==> src/hdl/dtec_pkg.sv <==
// Package for the DER TLV element checker: payload structs, parse phase and status codes,
// and the parser state record shared by the parser and the top level.
// No dependencies.
`default_nettype none

package dtec_pkg;

  localparam int unsigned MAX_LENGTH_BYTES = 4;
  localparam int unsigned LEN_FIELD_BYTES  = 4;

  localparam logic [1:0] MODE_ANY  = 2'd0;
  localparam logic [1:0] MODE_TAG  = 2'd1;
  localparam logic [1:0] MODE_INT  = 2'd2;
  localparam logic [1:0] MODE_BITS = 2'd3;

  localparam logic [0:0] REG_MODE         = 1'd0;
  localparam logic [0:0] REG_EXPECTED_TAG = 1'd1;

  localparam logic [7:0] TAG_INTEGER    = 8'h02;
  localparam logic [7:0] TAG_BIT_STRING = 8'h03;
  localparam logic [7:0] EXP_TAG_RESET  = 8'h30;

  localparam logic [1:0] POS_FIRST  = 2'd0;
  localparam logic [1:0] POS_SECOND = 2'd1;
  localparam logic [1:0] POS_REST   = 2'd2;

  typedef enum logic [3:0] {
    PH_TAG       = 4'b0001,
    PH_LEN_FIRST = 4'b0010,
    PH_LEN_MORE  = 4'b0100,
    PH_CONTENT   = 4'b1000
  } phase_t;

  typedef enum logic [3:0] {
    ST_HEADER      = 4'd0,
    ST_CONTENT     = 4'd1,
    ST_DONE        = 4'd2,
    ST_HIGH_TAG    = 4'd3,
    ST_BAD_FORM    = 4'd4,
    ST_NON_MINIMAL = 4'd5,
    ST_TRUNCATED   = 4'd6,
    ST_MISMATCH    = 4'd7,
    ST_BAD_INT     = 4'd8,
    ST_BAD_BITS    = 4'd9,
    ST_HALTED      = 4'd10
  } status_t;

  typedef struct packed {
    logic [7:0] data_byte;
    logic       first_of_buffer;
    logic       last_of_buffer;
  } in_beat_t;

  typedef struct packed {
    logic [3:0]  status;
    logic [7:0]  element_tag;
    logic [31:0] content_length;
    logic [7:0]  value_byte;
    logic        value_valid;
  } out_beat_t;

  typedef struct packed {
    logic [1:0] mode;
    logic [7:0] expected_tag;
  } cfg_regs_t;

  typedef struct packed {
    phase_t      phase;
    logic [7:0]  held_tag;
    logic [31:0] decoded_length;
    logic [2:0]  length_bytes_left;
    logic [31:0] content_left;
    logic [1:0]  content_position;
    logic        halted;
  } parse_state_t;

endpackage

`default_nettype wire

==> src/hdl/dtec_cfg.sv <==
// Configuration register file of the DER TLV element checker (mode, expected tag).
// Depends on dtec_pkg.
`default_nettype none

module dtec_cfg (
  input  wire logic               clk,
  input  wire logic               rst_n,
  input  wire logic               cfg_valid,
  output logic                    cfg_ready,
  input  wire logic [0:0]         cfg_index,
  input  wire logic [7:0]         cfg_data,
  output dtec_pkg::cfg_regs_t     regs
);

  dtec_pkg::cfg_regs_t regs_r;

  assign cfg_ready = 1'b1;
  assign regs      = regs_r;

  always_ff @(posedge clk) begin
    if (!rst_n) begin
      regs_r.mode         <= dtec_pkg::MODE_ANY;
      regs_r.expected_tag <= dtec_pkg::EXP_TAG_RESET;
    end else if (cfg_valid && cfg_ready) begin
      case (cfg_index)
        dtec_pkg::REG_MODE:         regs_r.mode         <= cfg_data[1:0];
        dtec_pkg::REG_EXPECTED_TAG: regs_r.expected_tag <= cfg_data;
        default: ;
      endcase
    end
  end

endmodule

`default_nettype wire

==> src/hdl/dtec_parse.sv <==
// Single-byte parse step of the DER TLV element checker: next parser state and result beat.
// Depends on dtec_pkg.
`default_nettype none

module dtec_parse (
  input  wire dtec_pkg::parse_state_t cur,
  input  wire dtec_pkg::in_beat_t     beat,
  input  wire dtec_pkg::cfg_regs_t    regs,
  output dtec_pkg::parse_state_t      nxt,
  output dtec_pkg::out_beat_t         res
);

  logic [7:0]      b;
  logic            last;
  logic [6:0]      count;
  logic            mismatch;
  logic            err;
  logic            valid;
  dtec_pkg::status_t st;

  assign b     = beat.data_byte;
  assign last  = beat.last_of_buffer;
  assign count = b[6:0];

  always_comb begin
    mismatch = ((regs.mode == dtec_pkg::MODE_TAG) && (b != regs.expected_tag)) ||
               ((regs.mode == dtec_pkg::MODE_INT) && (b != dtec_pkg::TAG_INTEGER)) ||
               ((regs.mode == dtec_pkg::MODE_BITS) && (b != dtec_pkg::TAG_BIT_STRING));
  end

  always_comb begin
    nxt   = cur;
    st    = dtec_pkg::ST_HEADER;
    valid = 1'b0;
    if (beat.first_of_buffer) begin
      nxt.halted            = 1'b0;
      nxt.phase             = dtec_pkg::PH_TAG;
      nxt.content_position  = dtec_pkg::POS_FIRST;
      nxt.length_bytes_left = 3'd0;
      nxt.content_left      = 32'd0;
    end
    if (nxt.halted) begin
      st = dtec_pkg::ST_HALTED;
    end else begin
      case (nxt.phase)
        dtec_pkg::PH_TAG: begin
          nxt.held_tag         = b;
          nxt.decoded_length   = 32'd0;
          nxt.content_position = dtec_pkg::POS_FIRST;
          if (last) begin
            st = dtec_pkg::ST_TRUNCATED;
          end else if (b[4:0] == 5'h1f) begin
            st = dtec_pkg::ST_HIGH_TAG;
          end else if (mismatch) begin
            st = dtec_pkg::ST_MISMATCH;
          end else begin
            nxt.phase = dtec_pkg::PH_LEN_FIRST;
          end
        end
        dtec_pkg::PH_LEN_FIRST: begin
          if (!b[7]) begin
            nxt.decoded_length = {24'd0, b};
            if (b == 8'd0) begin
              nxt.phase = dtec_pkg::PH_TAG;
              if (regs.mode == dtec_pkg::MODE_INT) begin
                st = dtec_pkg::ST_BAD_INT;
              end else if (regs.mode == dtec_pkg::MODE_BITS) begin
                st = dtec_pkg::ST_BAD_BITS;
              end else begin
                st = dtec_pkg::ST_DONE;
              end
            end else begin
              nxt.content_left     = {24'd0, b};
              nxt.content_position = dtec_pkg::POS_FIRST;
              nxt.phase            = dtec_pkg::PH_CONTENT;
              if (last) begin
                st = dtec_pkg::ST_TRUNCATED;
              end
            end
          end else if ((count == 7'd0) ||
                       ({25'd0, count} > dtec_pkg::MAX_LENGTH_BYTES) ||
                       ({25'd0, count} > dtec_pkg::LEN_FIELD_BYTES)) begin
            st = dtec_pkg::ST_BAD_FORM;
          end else begin
            nxt.decoded_length    = 32'd0;
            nxt.length_bytes_left = count[2:0];
            nxt.phase             = dtec_pkg::PH_LEN_MORE;
            if (last) begin
              st = dtec_pkg::ST_TRUNCATED;
            end
          end
        end
        dtec_pkg::PH_LEN_MORE: begin
          if ((nxt.decoded_length == 32'd0) && (b == 8'd0)) begin
            st = dtec_pkg::ST_NON_MINIMAL;
          end else begin
            nxt.decoded_length    = {nxt.decoded_length[23:0], b};
            nxt.length_bytes_left = nxt.length_bytes_left - 3'd1;
            if ((nxt.length_bytes_left == 3'd0) && (nxt.decoded_length < 32'h80)) begin
              st = dtec_pkg::ST_NON_MINIMAL;
            end else begin
              if (nxt.length_bytes_left == 3'd0) begin
                nxt.content_left     = nxt.decoded_length;
                nxt.content_position = dtec_pkg::POS_FIRST;
                nxt.phase            = dtec_pkg::PH_CONTENT;
              end
              if (last) begin
                st = dtec_pkg::ST_TRUNCATED;
              end
            end
          end
        end
        dtec_pkg::PH_CONTENT: begin
          valid = 1'b1;
          if ((regs.mode == dtec_pkg::MODE_INT) &&
              (nxt.content_position == dtec_pkg::POS_FIRST)) begin
            if (b[7]) begin
              st = dtec_pkg::ST_BAD_INT;
            end else if ((b == 8'd0) && (nxt.content_left > 32'd1)) begin
              valid                = 1'b0;
              nxt.content_position = dtec_pkg::POS_SECOND;
            end else begin
              nxt.content_position = dtec_pkg::POS_REST;
            end
          end else if ((regs.mode == dtec_pkg::MODE_INT) &&
                       (nxt.content_position == dtec_pkg::POS_SECOND)) begin
            if (!b[7]) begin
              st = dtec_pkg::ST_BAD_INT;
            end else begin
              nxt.content_position = dtec_pkg::POS_REST;
            end
          end else if ((regs.mode == dtec_pkg::MODE_BITS) &&
                       (nxt.content_position == dtec_pkg::POS_FIRST)) begin
            if (b != 8'd0) begin
              st = dtec_pkg::ST_BAD_BITS;
            end else begin
              valid                = 1'b0;
              nxt.content_position = dtec_pkg::POS_REST;
            end
          end else begin
            nxt.content_position = dtec_pkg::POS_REST;
          end
          if (st == dtec_pkg::ST_HEADER) begin
            nxt.content_left = nxt.content_left - 32'd1;
            if (nxt.content_left == 32'd0) begin
              nxt.phase            = dtec_pkg::PH_TAG;
              nxt.content_position = dtec_pkg::POS_FIRST;
              st                   = dtec_pkg::ST_DONE;
            end else if (last) begin
              st = dtec_pkg::ST_TRUNCATED;
            end else begin
              st = dtec_pkg::ST_CONTENT;
            end
          end
        end
        default: begin
          st = dtec_pkg::ST_HALTED;
        end
      endcase
    end
    err = (st >= dtec_pkg::ST_HIGH_TAG);
    if (err) begin
      nxt.halted = 1'b1;
    end
  end

  always_comb begin
    res.status         = st;
    res.element_tag    = nxt.held_tag;
    res.content_length = nxt.decoded_length;
    res.value_valid    = !err && valid;
    res.value_byte     = (!err && valid) ? b : 8'd0;
  end

endmodule

`default_nettype wire

==> src/hdl/der_tlv_element_checker_unit.sv <==
// Top level of the DER TLV element checker: input register, parser state, result register.
// Depends on dtec_pkg, dtec_cfg and dtec_parse.
//
// Usage: a DER buffer enters one byte per beat on the in_ channel (valid/stall), with
// first_of_buffer on its first byte and last_of_buffer on its final byte. Every input
// beat produces exactly one result beat on the out_ channel: a status code, the tag and
// decoded length of the current element, and the value byte after stripping.
// Throughput is one byte per cycle while the receiver does not stall. An accepted byte
// is held in the input register while the parse step, whose single-byte logic (tag compare,
// length shift, 32-bit content countdown) sits between the input register and the result
// register, computes the result that the result register then loads.
// When the receiver stalls, the result beat holds and the input register keeps its byte;
// in_stall rises only when the input register is full and cannot move on.
// The cfg_ channel writes mode (index 0) and expected_tag (index 1); it is always ready
// and should be written only while no bytes are in flight.
// Synchronous reset clears both registers' valid flags, returns the parser to expecting
// a tag byte, and sets mode to 0 and expected_tag to 0x30.
`default_nettype none

module der_tlv_element_checker_unit (
  input  wire logic                clk,
  input  wire logic                rst_n,
  input  wire logic                in_valid,
  output logic                     in_stall,
  input  wire dtec_pkg::in_beat_t  in_data,
  output logic                     out_valid,
  input  wire logic                out_stall,
  output dtec_pkg::out_beat_t      out_data,
  input  wire logic                cfg_valid,
  output logic                     cfg_ready,
  input  wire logic [0:0]          cfg_index,
  input  wire logic [7:0]          cfg_data
);

  dtec_pkg::cfg_regs_t    regs;
  dtec_pkg::parse_state_t state_r;
  dtec_pkg::parse_state_t state_nxt;
  dtec_pkg::in_beat_t     in_beat_r;
  dtec_pkg::out_beat_t    out_beat_r;
  dtec_pkg::out_beat_t    out_beat_nxt;
  logic                   in_vld_r;
  logic                   out_vld_r;
  logic                   advance;

  dtec_cfg u_cfg (
    .clk       (clk),
    .rst_n     (rst_n),
    .cfg_valid (cfg_valid),
    .cfg_ready (cfg_ready),
    .cfg_index (cfg_index),
    .cfg_data  (cfg_data),
    .regs      (regs)
  );

  dtec_parse u_parse (
    .cur  (state_r),
    .beat (in_beat_r),
    .regs (regs),
    .nxt  (state_nxt),
    .res  (out_beat_nxt)
  );

  assign advance   = in_vld_r && (!out_vld_r || !out_stall);
  assign in_stall  = in_vld_r && !advance;
  assign out_valid = out_vld_r;
  assign out_data  = out_beat_r;

  always_ff @(posedge clk) begin
    if (!rst_n) begin
      in_vld_r  <= 1'b0;
      out_vld_r <= 1'b0;
      state_r.phase             <= dtec_pkg::PH_TAG;
      state_r.held_tag          <= 8'd0;
      state_r.decoded_length    <= 32'd0;
      state_r.length_bytes_left <= 3'd0;
      state_r.content_left      <= 32'd0;
      state_r.content_position  <= dtec_pkg::POS_FIRST;
      state_r.halted            <= 1'b0;
    end else begin
      if (in_valid && !in_stall) begin
        in_vld_r <= 1'b1;
      end else if (advance) begin
        in_vld_r <= 1'b0;
      end
      if (advance) begin
        out_vld_r <= 1'b1;
        state_r   <= state_nxt;
      end else if (!out_stall) begin
        out_vld_r <= 1'b0;
      end
    end
  end

  always_ff @(posedge clk) begin
    if (in_valid && !in_stall) begin
      in_beat_r <= in_data;
    end
    if (advance) begin
      out_beat_r <= out_beat_nxt;
    end
  end

endmodule

`default_nettype wire

==> config.mk <==
export PLATFORM = sky130hd
export DESIGN_NAME = der_tlv_element_checker_unit
export DESIGN_NICKNAME = d
export VERILOG_FILES = /design/src/hdl/dtec_pkg.sv /design/src/hdl/dtec_cfg.sv /design/src/hdl/dtec_parse.sv /design/src/hdl/der_tlv_element_checker_unit.sv
export SDC_FILE = /design/constraint.sdc
export NUM_CORES = 1
export LEC_CHECK = 0
export ABC_AREA = 1
export BUFFER_PORTS_ARGS = -buffer_cell sky130_fd_sc_hd__buf_2
export CORE_MARGIN = 4
export CORE_UTILIZATION = 30
export CTS_CLUSTER_SIZE = 16
export DETAILED_ROUTE_END_ITERATION = 12
export MAX_ROUTING_LAYER = met4
export SYNTH_ARGS = -nofsm -noshare
export SYNTH_HDL_FRONTEND = slang
export SYNTH_SLANG_ARGS = --single-unit
==> constraint.sdc <==
create_clock -name clk -period 9.7 [get_ports clk]
set_input_delay 2.425 -clock clk [delete_from_list [all_inputs] [get_ports clk]]
set_output_delay 2.425 -clock clk [all_outputs]
set_load 0.1 [all_outputs]
==> results of run 1 <==
-- critical path: cells and delay by family --
| family | cells | cell delay, ns |
|---|---|---|
| buffers and inverters | 2 | 0.52 |
| AND/OR/NAND/NOR | 2 | 0.19 |
-- power groups by stage --
stage	clock network (mW)	logic, mW	registers (mW)
finish	0.727	0.459	0.757
global route	0.767	0.501	0.762
CTS	0.738	0.457	0.757
detailed placement	0	0.455	0.772
global placement	0	0.452	0.771
floorplan	0	0.265	0.856
-- cell usage in the layout (no fill, tap or decap), types with 13 or more instances in the layout --
master,netlist,routed
buf_2,9,78
a21oi_1,98,98
nor2_2,29,30
nor2_4,12,13
nor2_1,125,123
nand2_1,314,314
o21ai_1,15,15
inv_1,187,186
nand3_1,62,62
o22ai_1,38,38
inv_2,16,17
edfxtp_1,63,63
o21ai_0,131,131
dfxtp_1,94,94
nand4_1,16,16
nand2_2,25,25
clkbuf_16,0,17
-- worst max path at each step --
stage	slack, ns	start	end
after floorplan	3.44	out_stall	in_stall
after global placement	4.10	out_stall	state_r[29]
after detailed placement	4.03	out_stall	state_r[29]
after CTS	4.13	out_stall	in_stall
after global routing	4.05	out_stall	in_stall
final	4.14	out_stall	in_stall
-- layout make-up --
| class | instances | area share [%] |
|---|---|---|
| Clock buffer | 17 | 3.854 |
| Clock inverter | 15 | 1.791 |
| Multi-Input combinational cell | 959 | 44.17 |
| Timing Repair Buffer | 85 | 4.013 |
| Sequential cell | 157 | 34.19 |
| Tap cell | 435 | 4.931 |
| Inverter | 206 | 7.051 |
-- metal layers --
| metal | part of all wire, % | routed length, um |
|---|---|---|
| met4 | 2.9 | 913 |
| met3 | 7.4 | 2307 |
| met1 | 44 | 13810 |
| met2 | 45 | 14070 |
| met5 | 0 | 0 |
-- per-stage QoR --
stage               setup slack, ns  area, um^2  cells  total power [mW]  hold slack [ns]
global route                  4.050       11040   1874             2.029           0.5007
finish                        4.136       11040   1874             1.943           0.4693
floorplan                     3.445        9727   1379             1.121           0.4447
CTS                           4.130       11040   1874             1.952           0.4687
global placement              4.097       10410   1842             1.223           0.4565
detailed placement            4.030       10410   1842             1.226           0.4584
-- state kept, by name, summed over array words and instances (netlist names) --
signal,cells
u_cfg.regs,10
state_r,82
in_beat_r,10
in_vld_r,1
out_valid,1
out_data,53
-- cell families after synthesis --
kind of cell | count (synthesis) | share of synthesized area, %
buffers and inverters | 263 | 11.19
other | 1 | 0.03855
adders and majority gates | 5 | 0.6432
and+or+nand+nor | 617 | 29.69
DFF | 157 | 38.80
xor gates and xnor gates | 8 | 0.7203
AOI/OAI and AO/OA | 328 | 18.92
==> impl_metrics.toml, run 1 <==
[power]
power_switching_mw = 0.6893
power_frac_comb_pct = 23.6
intPower_mw = 1.254
power.static_leakage_nw = 5.248
power_density_mw_per_mm2 = 176.0
p_seq_share_pct = 39.0
ir_drop_v = 0.00009511
p_sw_share_pct = 35.48
p_clk_share_pct = 37.4

[timing]
relSlewSlack_pct = 19.33
tightestPinTransition_ns = 1.209
hold_viol = 0
skew_ns = 0.01718
fin_crit_ns = 5.564
layout_worst_path_cycle_share_pct = 57.36
timing.fmax_mhz = 179.7
final-setup-viol-count = 0
drv_slew = 0
rsz0062_at_grt = "false"
fin_setup_tns_ns = 0

[worst_setup_path]
cp_common_cell = "buf_2"
reg2reg_to = "out_data[8]"
cp-end-kind = "output pin"
critPathMaxStageDelay_ns = 0.44
cp_slowest_cell = "buf_2"
worstPathArrival_ns = 3.14
required_ns = 7.28
ff2ff_path_depth = 14
r2r-start = "in_beat_r[9]"
worst_setup_path_start_kind = "primary input"
cp_max_fo = 3
path_cells = "buf_2, nand2_1, nor2_1, buf_2"
worst-setup-path-type = "primary input to output pin"
r2r_slack_ns = 5.44

[global_routing]
top_usage_layer = "met2"
grt_pass1_vias = 8919
grt_max_degree = 96
grt_usage_pct = 17.90
met3_usage_pct = 2.476
use_met1_pct = 23.62
antenna_found_initial = 0
globalRouteOverflowTotal = 0
gr-usage-met2_pct = 28.00
grt_pass1_wl_um = 49540

[hold_path]
min_path_type = "flip-flop to flip-flop"
min_from = "state_r[37]"
holdPathEnd = "state_r[37]"
hold_depth = 2

[final_layout]
diodes = 0
nNetsFinal = 1455
finalCoreUtilization_pct = 34.71
multiInputGateArea_mm2 = 0.004875
drive_gt1_share_pct = 16.33
seq_area_mm2 = 0.003774
fillers = 3395
area_growth_pct = 13.47

[floorplanning]
die_y_um = 188.1
fp.coreArea_mm2 = 0.03180
die_x_um = 188.1
ios = 80
initial_core_util_pct = 30.59
die_area_mm2 = 0.03537
rows = 65

[placement]
io_buffer_count = 78
place.gp.congestion = 0.9557
dp_hpwl_um = 22460

[logic_synthesis]
seq_area_frac_synth_pct = 38.80
synth_area_mm2 = 0.009727
synth_edf_count = 63
yosysUniqueCellTypes = 53
synthTopCellsByArea = "edfxtp_1 19%, dfxtp_1 19%, nand2_1 12%"
ys_ff_latch = 157
syn_nets = 1408
avgSynthCellArea_um2 = 7.054
synthArstFlopShare_pct = 0
ys_warn_count = 0
netlist.area_leader.share_pct = 19.45
yosysTopAreaCell = "edfxtp_1"
yosysMostFrequentCell = "nand2_1"
ys.flop_type = "dfxtp_1"
netlist_top_cells_count = "314 x nand2_1, 187 x inv_1, 131 x o21ai_0, 125 x nor2_1, 98 x a21oi_1"
synthCells = 1379

[routing]
drtAntennaViolNets = 0
vias_per_cell = 5.043
drt_first_iter_violations = 964
drt-wirelength-per-cell_um = 16.59
via_count = 9451
routed_wl_um = 31100
drt_pre_antenna_iters = 6
drc = 0

[clocking]
clk_path_buf_depth = 2
numCtsBuffers = 17
clkTransAtPathRegs_ns = 0.06
cts_root_buf = "clkbuf_16"
cts_max_level = 4
ctsResizeCount = 0
clkLatencyLatePin_ns = 0.44
cts_setup_buffers = 0
cts_tree = "done"
ctsHoldBuffers = 0
clkSinkCount = 157

[status]
outcome = "finished, final reports clean"

[job]
max_cap_violations = 0
Power figures use the tool's default switching activity.
==> inputs of run 2 (changes only) <==
--- a/config.mk
+++ b/config.mk
@@ -5,7 +5,7 @@
 export SDC_FILE = /design/constraint.sdc
 export NUM_CORES = 1
 export LEC_CHECK = 0
-export ABC_AREA = 1
+export ABC_AREA = 0
 export BUFFER_PORTS_ARGS = -buffer_cell sky130_fd_sc_hd__buf_2
 export CORE_MARGIN = 4
 export CORE_UTILIZATION = 30
==> constraint.sdc (replaced) <==
create_clock -name clk -period 5.33 [get_ports clk]
set_input_delay 1.3325 -clock clk [delete_from_list [all_inputs] [get_ports clk]]
set_output_delay 1.3325 -clock clk [all_outputs]
set_load 0.1 [all_outputs]
==> run 2 against run 1 <==
  * Combinational power shrank 21%
  * Register-to-register slack lost 4.7 ns
  * Clock power grew 71%
  * Via count shrank 19%
  * Design area shrank 12%
  * Sequential power grew 76%
  * Cell count shrank 26%
  * First-iteration DRC count shrank 29%
  * Setup slack lost 3.4 ns
  * Largest cell class unchanged
  * Highest routed layer unchanged
==> impl_metrics.toml, run 2 <==
[clocking]
ctsHoldBuffers = 0
clk_path_buf_depth = 2
clkTransAtPathRegs_ns = 0.07
clkLatencyLatePin_ns = 0.44
cts_root_buf = "clkbuf_16"
clkSinkCount = 157
ctsResizeCount = 0
cts_tree = "done"
numCtsBuffers = 17
cts_max_level = 4
cts_setup_buffers = 0

[logic_synthesis]
synth_top_family_by_area = "compound AO/OA/AOI/OAI gates"
yosys.area_share.adder_pct = 0.7428
synthTopCellsByArea = "edfxtp_1 22%, dfxtp_1 22%, nor2_1 5.1%"
netlist.area_leader.share_pct = 22.46
synth_edf_count = 63
yosysUniqueCellTypes = 83
synthXorXnorAreaFrac_pct = 2.704
yosysMostFrequentCell = "nor2_1"
seq_area_frac_synth_pct = 44.81
yosys-mux-area-fraction_pct = 1.189
yosys.area_share.simple_pct = 22.89
ys_ff_latch = 157
synthCells = 950
netlist_top_cells_count = "114 x nor2_1, 102 x nand2_1, 94 x dfxtp_1, 68 x o21ai_0, 63 x edfxtp_1"
ys.flop_type = "dfxtp_1"
ys_warn_count = 0
syn_nets = 979
synth_compound_area_share_pct = 23.21
synth_area_mm2 = 0.008422
avgSynthCellArea_um2 = 8.865
yosysTopAreaCell = "edfxtp_1"
synthArstFlopShare_pct = 0

[placement]
place_inst = 1357
dp_hpwl_um = 17960
placed_area_mm2 = 0.009111
place.gp.congestion = 0.9321
io_buffer_count = 78

[worst_setup_path]
cp_max_fo = 20
worst_setup_path_start_kind = "flip-flop"
reg2reg_to = "out_data[51]"
required_ns = 5.52
worst-setup-path-type = "flip-flop to flip-flop"
r2r_slack_ns = 0.78
ff2ff_path_depth = 12
r2r-start = "in_beat_r[1]"
worstPathArrival_ns = 4.74
cp-end-kind = "flip-flop"

[power]
power.static_leakage_nw = 3.687
ir_drop_v = 0.0001626
power_density_mw_per_mm2 = 302.9
p_total_mw = 2.937

[timing]
rsz0062_at_grt = "false"
drv_slew = 0
fin_setup_tns_ns = 0
relSlewSlack_pct = 33.13
tightestPinTransition_ns = 1.003
hold_viol = 0
final-setup-viol-count = 0
fin_crit_ns = 4.555
layout_worst_path_cycle_share_pct = 85.45
timing.fmax_mhz = 219.6
skew_ns = 0.02373

[floorplanning]
die_x_um = 175.6
initial_core_util_pct = 30.40
die_area_mm2 = 0.03082
ios = 80
rows = 61
fp.coreArea_mm2 = 0.02771
die_y_um = 175.6

[hold_path]
min_from = "u_cfg.regs[2]"
hold_depth = 2
holdPathEnd = "u_cfg.regs[2]"
min_path_type = "flip-flop to flip-flop"

[routing]
drt_first_iter_violations = 688
drtAntennaViolNets = 0
via_count = 7646
drc = 0
drt-wirelength-per-cell_um = 18.52
vias_per_cell = 5.501
routed_wl_um = 25750
drt_pre_antenna_iters = 5

[final_layout]
final_cell_mix = "114 x nor2_1, 102 x nand2_1, 94 x dfxtp_1"
stdcell_count = 1390
nNetsFinal = 1027
regMostFlops = "state_r"
largest_reg_flops = 82
drive_gt1_share_pct = 16.62
final_common_cell = "nor2_1"
final_area_mm2 = 0.009696
fillers = 2855
area_growth_pct = 15.12

[global_routing]
grt_pass1_vias = 7272
grt_usage_pct = 17.13
globalRouteOverflowTotal = 0
grt_pass1_wl_um = 41070
antenna_found_initial = 1
grt_max_degree = 55

[job]
max_cap_violations = 0

[status]
outcome = "finished, final reports clean"
[run 2: cell count changes after synthesis, sizes merged, moves of 32 or more]
| cell | change |
|---|---|
| nand2 | -249 |
| inv | -191 |
| o21ai | -81 |
| nor2 | -53 |
| a21oi | -51 |
| nand3 | -48 |
| a22o | +35 |
| a22oi | +34 |
| o22ai | -32 |
[run 2: through the flow]
stage	hold slack [ns]	util [%]	setup slack, ns
3_5_place_dp	0.4640	32.89	0.8553
6_report	0.4714	35.00	0.7755
3_3_place_gp	0.4598	32.89	0.9585
4_1_cts	0.4733	34.99	0.8186
2_1_floorplan	0.4488	-	1.085
5_1_grt	0.4861	35.00	0.5212
[run 2: logic make-up after synthesis]
kind of cell | after synthesis
adders and majority gates | 5
AOI/OAI and AO/OA | 283
xor gates and xnor gates | 26
other | 1
buffers and inverters | 80
muxes | 9
and+or+nand+nor | 389
DFF | 157
[run 2: worst max path at each step]
stage,startpoint,to,slack (ns),cells past startpoint
3_5_place_dp,in_beat_r[1],out_data[51],0.86,12
4_1_cts,in_beat_r[1],out_data[51],0.82,12
6_report,in_beat_r[1],out_data[51],0.78,12
2_1_floorplan,in_beat_r[1],out_data[49],1.08,15
5_1_grt,in_beat_r[1],out_data[3],0.52,12
3_3_place_gp,in_beat_r[1],out_data[51],0.96,12
[run 2: report_power, final]
| group | switching, mW | internal [mW] | leakage, nW |
|---|---|---|---|
| sequential | 0.0393 | 1.29 | 1.37 |
| combinational | 0.280 | 0.0847 | 2.04 |
| clock | 0.580 | 0.664 | 0.282 |
[run 2: cell type report]
type / count / area, um^2 / share of cell area [%]
multi-input cells: 713 / 4294 / 44.29
flip-flops and latches: 157 / 3774 / 38.92
repair buffers: 95 / 518.0 / 5.343
well taps: 378 / 473.0 / 4.878
clock buffers: 18 / 429.2 / 4.426
clock inverters: 14 / 152.6 / 1.574
inverters: 14 / 52.55 / 0.5420
diodes: 1 / 2.502 / 0.02581
[run 2: worst max-delay path, cell delays in order (launching register included)]
cell	delay, ns
edfxtp_1	0.76
nor2b_1	0.23
inv_1	0.10
ha_1	0.14
buf_4	0.23
or3b_2	0.50
o31a_2	0.29
a2111oi_0	0.49
o211ai_1	0.16
or4_1	0.47
nor4_1	0.31
a21oi_1	0.35
and2_1	0.28
[run 2: metal layers]
layer,global-route usage (%),wire length (um),vias up
met5,-,0,-
met4,5.491,569,0
met3,2.540,1600,37
met2,26.04,11690,297
met1,23.66,11880,3682
li1,-,-,3630
==> inputs of run 3 (changes only) <==
--- a/config.mk
+++ b/config.mk
@@ -5,12 +5,12 @@
 export SDC_FILE = /design/constraint.sdc
 export NUM_CORES = 1
 export LEC_CHECK = 0
-export ABC_AREA = 0
-export BUFFER_PORTS_ARGS = -buffer_cell sky130_fd_sc_hd__buf_2
+export ABC_AREA = 1
 export CORE_MARGIN = 4
 export CORE_UTILIZATION = 30
 export CTS_CLUSTER_SIZE = 16
 export DETAILED_ROUTE_END_ITERATION = 12
+export DONT_BUFFER_PORTS = 1
 export MAX_ROUTING_LAYER = met4
 export SYNTH_ARGS = -nofsm -noshare
 export SYNTH_HDL_FRONTEND = slang
==> run 3 against run 2 <==
  * Sequential power grew 17%
  * Cell count grew 29%
  * Core utilization shrank 1.6 points
  * Critical path depth is the same
  * Setup slack gained 0.53 ns
  * Largest power group unchanged
  * Clock power is essentially flat
==> impl_metrics.toml, run 3 (same netlist as run 1, synthesis figures left out) <==
[worst_setup_path]
cp-end-kind = "flip-flop"
cp_slowest_cell = "nor2_2"
worst-setup-path-type = "flip-flop to flip-flop"
path_cells = "inv_6, nand2_1, nor3_4, nor2_1, nor2_1, inv_1, nand2_2, nand2_1, nor2_2, o22ai_1, o21ai_0, inv_1"
worstPathArrival_ns = 4.35
critPathMaxStageDelay_ns = 0.79
cp_top_family = "simple AND/OR/NAND/NOR gates"
required_ns = 5.66
timing.critical_path.buf_inv = 3
cp_max_fo = 60
worst_setup_path_start_kind = "flip-flop"

[floorplanning]
die_x_um = 188.1
die_area_mm2 = 0.03537
initial_core_util_pct = 30.59
ios = 80
fp.coreArea_mm2 = 0.03180
rows = 65
die_y_um = 188.1

[global_routing]
antenna_found_initial = 0
grt_usage_pct = 18.00
grt_pass1_vias = 8530
grt_max_degree = 96
globalRouteOverflowTotal = 0
grt_pass1_wl_um = 49050

[timing]
hold_viol = 0
skew_ns = 0.01230
layout_worst_path_cycle_share_pct = 75.41
fin_setup_tns_ns = 0
final-setup-viol-count = 0
rsz0062_at_grt = "false"
holdWs_ns = 0.4675
drv_slew = 0
fin_crit_ns = 4.020
tightestPinTransition_ns = 1.090
timing.fmax_mhz = 248.8
relSlewSlack_pct = 27.26
worst_slack_ns = 1.310

[routing]
drt-wirelength-per-cell_um = 17.58
drc = 0
drt_first_iter_violations = 963
routed_wl_um = 31590
drt_pre_antenna_iters = 6
vias_per_cell = 5.097
via_count = 9160
drtAntennaViolNets = 0

[power]
p_total_mw = 3.403
power_density_mw_per_mm2 = 320.8
ir_drop_v = 0.0001519
power.static_leakage_nw = 4.912

[final_layout]
nNetsFinal = 1378
diodes = 0
final_common_cell = "nand2_1"
stdcell_count = 1797
largest_reg_flops = 82
area_growth_pct = 9.056
fillers = 3378
drive_gt1_share_pct = 11.60
regMostFlops = "state_r"
final_cell_mix = "314 x nand2_1, 186 x inv_1, 131 x o21ai_0"

[placement]
dp_slack_ns = 1.370
io_buffer_count = 0
dp_hpwl_um = 23020
place_inst = 1765
place.gp.congestion = 0.9896

[clocking]
clkLatencyLatePin_ns = 0.44
numCtsBuffers = 17
ctsHoldBuffers = 0
clkTransAtPathRegs_ns = 0.07
cts_setup_buffers = 0
ctsResizeCount = 0
cts_root_buf = "clkbuf_16"
cts_tree = "done"
clkSinkCount = 157
cts_max_level = 4
clk_path_buf_depth = 2

[hold_path]
min_path_type = "flip-flop to flip-flop"

[status]
outcome = "finished, final reports clean"

[job]
max_cap_violations = 0
run 3: power by group:
| part | total, mW | leakage (nW) | switching [mW] | internal (mW) |
|---|---|---|---|---|
| registers | 1.56 | 1.37 | 0.226 | 1.33 |
| logic | 0.632 | 3.26 | 0.456 | 0.176 |
| clock network | 1.21 | 0.278 | 0.592 | 0.623 |
| total | 3.40 | 4.91 | 1.27 | 2.13 |
run 3: worst register-to-register path, stage by stage (launching register included):
cell	delay, ns
edfxtp_1	0.58
inv_6	0.53
nand2_1	0.28
nor3_4	0.44
nor2_1	0.14
nor2_1	0.17
inv_1	0.10
nand2_2	0.21
nand2_1	0.16
nor2_2	0.79
o22ai_1	0.25
o21ai_0	0.22
inv_1	0.05
run 3: layer usage:
layer  wire (um)  part of all wire, %  up-vias  global-route usage [%]
met5           0                    0        -                       -
met4         614                  1.9        0                   4.687
met3        1969                  6.2       41                   2.755
met2       14260                   45      339                   28.15
met1       14750                   47     4312                   24.47
li1            -                    -     4468                       -
run 3: final timing paths:
check | startpoint | end | slack, ns | depth (start not counted)
worst max-delay path | in_beat_r[1] | state_r[58] | 1.31 | 12
worst max register to register | in_beat_r[1] | state_r[58] | 1.31 | 12
worst min register to register | state_r[35] | state_r[35] | 0.47 | 2
worst min-delay path | state_r[35] | state_r[35] | 0.47 | 2
run 3: per-stage QoR:
| stage | cell area, um^2 | utilization [%] |
|---|---|---|
| global route | 10610 | 33.36 |
| global placement | 10030 | 31.54 |
| floorplan | 9727 | - |
| detailed placement | 10030 | 31.54 |
| finish | 10610 | 33.36 |
| CTS | 10610 | 33.36 |
run 3: cell type report:
class                   instances  area (um^2)  area share [%]
clock buffers                  17        425.4           4.010
repair buffers                  8        60.06          0.5662
inverters                     206        778.2           7.337
flip-flops and latches        157         3774           35.57
multi-input cells             959         4875           45.95
clock inverters                15        151.4           1.427
well taps                     435        544.3           5.131
